File: src/ilc_pkg.sv
// Shared types and constants for the indexed list with capacity tracking.
// Used by ilc_cell, indexed_list_with_capacity and the testbench; depends on nothing else.
`default_nettype none

package ilc_pkg;

  localparam int unsigned MaxEntries = 64;
  localparam int unsigned IdxW       = $clog2(MaxEntries);
  localparam int unsigned CntW       = $clog2(MaxEntries + 1);
  localparam int unsigned WordW      = 32;

  typedef enum logic [2:0] {
    ModeAppend = 3'd0,
    ModeInsert = 3'd1,
    ModeRead   = 3'd2,
    ModeWrite  = 3'd3,
    ModeRemove = 3'd4,
    ModePop    = 3'd5
  } mode_e;

  typedef enum logic [1:0] {
    StatusOk    = 2'd0,
    StatusRange = 2'd1,
    StatusFull  = 2'd2,
    StatusEmpty = 2'd3
  } status_e;

  // Broadcast to every cell during the execute cycle.
  typedef struct packed {
    logic            ins;
    logic            rem;
    logic            wr;
    logic [CntW-1:0] pos;
    logic [CntW-1:0] cnt;
  } ctrl_t;

endpackage

`default_nettype wire

File: src/ilc_cell.sv
// One storage cell of the list: holds a word and takes it from the request,
// from its left neighbor (insert) or from its right neighbor (remove).
// Depends on ilc_pkg.
`default_nettype none

module ilc_cell import ilc_pkg::*; (
  input  logic                    clk_i,
  input  ctrl_t                   ctrl_i,
  input  logic [IdxW-1:0]         idx_i,
  input  logic signed [WordW-1:0] new_word_i,
  input  logic signed [WordW-1:0] left_i,
  input  logic signed [WordW-1:0] right_i,
  output logic signed [WordW-1:0] value_o,
  output logic signed [WordW-1:0] tap_o
);

  logic signed [WordW-1:0] value_d, value_q;
  logic [CntW-1:0]         idx;
  logic                    hit;

  assign idx = CntW'(idx_i);
  assign hit = (idx == ctrl_i.pos);

  always_comb begin
    value_d = value_q;
    if (ctrl_i.ins) begin
      if (hit) begin
        value_d = new_word_i;
      end else if ((idx > ctrl_i.pos) && (idx <= ctrl_i.cnt)) begin
        value_d = left_i;
      end
    end else if (ctrl_i.rem) begin
      // The removed entry and every entry above it but the last take the next one up.
      if ((idx >= ctrl_i.pos) && ((idx + CntW'(1)) < ctrl_i.cnt)) begin
        value_d = right_i;
      end
    end else if (ctrl_i.wr && hit) begin
      value_d = new_word_i;
    end
  end

  always_ff @(posedge clk_i) begin
    value_q <= value_d;
  end

  assign value_o = value_q;
  assign tap_o   = hit ? value_q : '0;

endmodule

`default_nettype wire

File: config.mk
export PLATFORM = sky130hd
export DESIGN_NAME = ilc_cell
export DESIGN_NICKNAME = d
export VERILOG_FILES = /design/src/ilc_pkg.sv /design/src/ilc_cell.sv
export SDC_FILE = /design/constraint.sdc
export NUM_CORES = 1
export LEC_CHECK = 0
export BUFFER_PORTS_ARGS = -buffer_cell sky130_fd_sc_hd__buf_2
export CORE_MARGIN = 2
export CORE_UTILIZATION = 40
export DETAILED_ROUTE_END_ITERATION = 16
export GPL_ROUTABILITY_DRIVEN = 0
export PLACE_DENSITY = 0.82
export SLEW_MARGIN = 20
export SYNTH_ARGS = -nofsm -noshare
export SYNTH_HDL_FRONTEND = slang
export SYNTH_SLANG_ARGS = --single-unit
File: constraint.sdc
create_clock -name clk_i -period 3.3 [get_ports clk_i]
set_clock_uncertainty 0.2 [all_clocks]
set_input_delay 0.495 -clock clk_i [delete_from_list [all_inputs] [get_ports clk_i]]
set_output_delay 0.495 -clock clk_i [all_outputs]
set_load 0.05 [all_outputs]
==> results.md <==
- Main combinational cell family by area after synthesis: simple AND/OR/NAND/NOR gates
- H-Tree Depth: 2
- CP Launch Point: idx_i[0]
- Synthesis-to-layout area growth: 36.0%
- ANT nets after route: 0
- Status: finished clean
- Mux cell area share after synthesis: 0
- Slew Viols, Final: 0
- Diodes inserted: 0
- CTS tree: built
- Synth Area in Adders: 0.0900
- Simple logic cell fraction of the synthesized area: 0.283
- Max FFs per register: 32
- Primary FF master, synth: edfxtp_1
- Final hold violation count: 0
- Max Fclk: about 0.37 GHz
- Vias in the first global route: roughly 2900
- DP Wirelength: 6.20 mm
- Reg area: a little under 1000 µm²
- CTS buffer count: 5
- Port buffer count: roughly 180
- Slew @ Worst Pin: around 0.64 ns
- Gr usage total: 0.193
- Hold WC Path Type: in -> reg
- Unrepaired setup endpoints after global routing: no
- Fillers: about 620
- Syn nets: around 460
- Layout cell share with drive strength beyond 1: 0.401
- Clock Tree Root: clkbuf_8
- DRT Pass-1 Iters: 4
- GRT overflow: 0
- Core area: 6760 µm²
- Max transition margin: 0.573
- Area contributors post-synth: edfxtp_1 (35%), ha_1 (9.0%), a211oi_1 (8.9%)
- Die ar.: roughly 7600 µm²
- Crit path max fanout: 34
- Sequential area share after synthesis: 0.345
- Critical Path Source Type: input pin
- Die Y: between 80 and 90 µm
- Period utilisation layout: 0.822
- Critical path arrival: 2.02 ns
- Boundary Pins: between 150 and 200
- Post CTS Setup Buffer Count: 0
- Clk slew on worst S/H paths: 0.06 ns
- Fin Hold WS: around 0.36 ns
- Yosys warnings: 0
- Final min period: around 2.7 ns
- Vias per cell: 5.27
- Compound-Gate Fraction of Synth Area: 0.198
- Synth cell types: 36
- CP Class: in -> out
- Syn_area_per_cell: around 8.7 µm²
- Post-CTS Hold Buffers: 0
- Worst VDD drop: 0.121 mV
- XOR/XNOR share of the synthesized area: 0.0126
- Top cell type's share of synthesized area: 0.345
- Syn Std Cell Area: about 2800 µm²
- First-pass GRT wire length: 11.9 mm
- Clock Tree Buf Depth: 2
- Synth Register Bits: 32
- Die width: ~87 µm
- Cells after synthesis: approximately 320
- Req. time, crit path: approximately 2.6 ns
- Sink Count: 32
- TNS Setup: 0 ns
- Initial antenna violation count: 0
- # DRC: 0
- CP Capture Point: tap_o[17]
- Initial core utilization: 0.412
- Routed WL: roughly 7.9 mm
- Setup crit end kind: primary output
- Max-Cap Viols: 0
- Via count: between 3000 and 4000
- Async SR Flop Fraction: 0
- Final setup viols: 0
- Routed len/inst: between 10 and 15 µm
- Area leader, netlist: edfxtp_1
- Leakage: approximately 1.9 nW
- Post-synth EDFFs: 32
- Rows: 30
- Drt first-iter violations: between 90 and 100
- Largest net degree at the start of global routing: 39
- Post_cts resized: 0
- Pwr/cell area: ~320 nW/µm²
- Fin nets: about 630
- Multi-input gate area: between 1500 and 2000 µm²
worst max-delay path, stage by stage:
cell,delay (ns)
buf_2,0.13
inv_1,0.08
ha_1,0.29
nand3_1,0.16
nor2_4,0.12
buf_4,0.29
and2_1,0.17
buf_2,0.26
cell type report:
cell class              instances  share of cell area
repair buffers                190               0.256
clock inverters                 2             0.00198
well taps                      80              0.0265
inverters                      14              0.0139
flip-flops and latches         32               0.254
multi-input cells             251               0.430
clock buffers                   5              0.0182
power breakdown:
group          switching [mW]  internal (mW)
Combinational           0.275          0.147
Sequential             0.0165          0.495
Clock                   0.124          0.139
kinds of logic (layout without fill, tap and decap cells):
family                     after synthesis  after routing
buffers and inverters                   38            211
adders and majority gates               20             20
and+or+nand+nor                        146            146
AOI/OAI and AO/OA                       81             81
xor gates and xnor gates                 4              4
DFF                                     32             32
synthesized netlist by cell type (all sizes together) (2+ instances only):
| library cell | count |
|---|---|
| o21ai | 4 |
| and3 | 2 |
| edfxtp | 32 |
| a31oi | 31 |
| inv | 14 |
| buf | 14 |
| and2b | 10 |
| xnor2 | 3 |
| nand4 | 2 |
| nor2 | 3 |
| ha | 20 |
| nand3b | 2 |
| nand2 | 63 |
| and2 | 32 |
| nand3 | 4 |
| a21oi | 7 |
| nor2b | 22 |
| clkbuf | 10 |
| a211oi | 33 |
worst min path at each step:
stage / start / cells past startpoint / endpoint / slack, ns
after global routing: right_i[30] / 3 / value_o[30]$_DFFE_PP_ / 0.35
final: right_i[30] / 3 / value_o[30]$_DFFE_PP_ / 0.36
after CTS: right_i[30] / 3 / value_o[30]$_DFFE_PP_ / 0.34
after floorplan: right_i[30] / 2 / value_o[30]$_DFFE_PP_ / 0.50
after global placement: right_i[30] / 3 / value_o[30]$_DFFE_PP_ / 0.62
after detailed placement: right_i[30] / 3 / value_o[30]$_DFFE_PP_ / 0.63
cells in the final DEF (no fill, tap or decap), types with 2 or more instances in the layout:
cell type and count:
a211oi_1 33, a21oi_1 7, a31oi_1 31, and2_1 32, and2b_1 10, and3_1 2, buf_2 183, buf_4 7
clkbuf_8 5, clkinv_1 2, edfxtp_1 32, ha_1 20, inv_1 14, nand2_1 63, nand3_1 4, nand3b_1 2
nand4_1 2, nor2_1 2, nor2b_1 22, o21ai_0 3, xnor2_1 3
per-layer routing:
metal,vias up,global-route usage,part of all wire
met5,-,0,0
met3,14,0.0246,0.059
li1,1498,-,-
met4,0,0.0629,0.018
met2,123,0.373,0.52
met1,1390,0.216,0.41
through the flow:
stage                util  cells  worst slack, ns  instance area, µm²  power [mW]
floorplan               -    321            0.343                2780       0.793
global placement    0.549    567            0.617                3710       0.927
detailed placement  0.549    567            0.534                3710       0.941
CTS                 0.560    574            0.604                3780        1.21
global route        0.560    574            0.500                3780        1.26
finish              0.560    574            0.589                3780        1.20
Power figures use the tool's default switching activity.
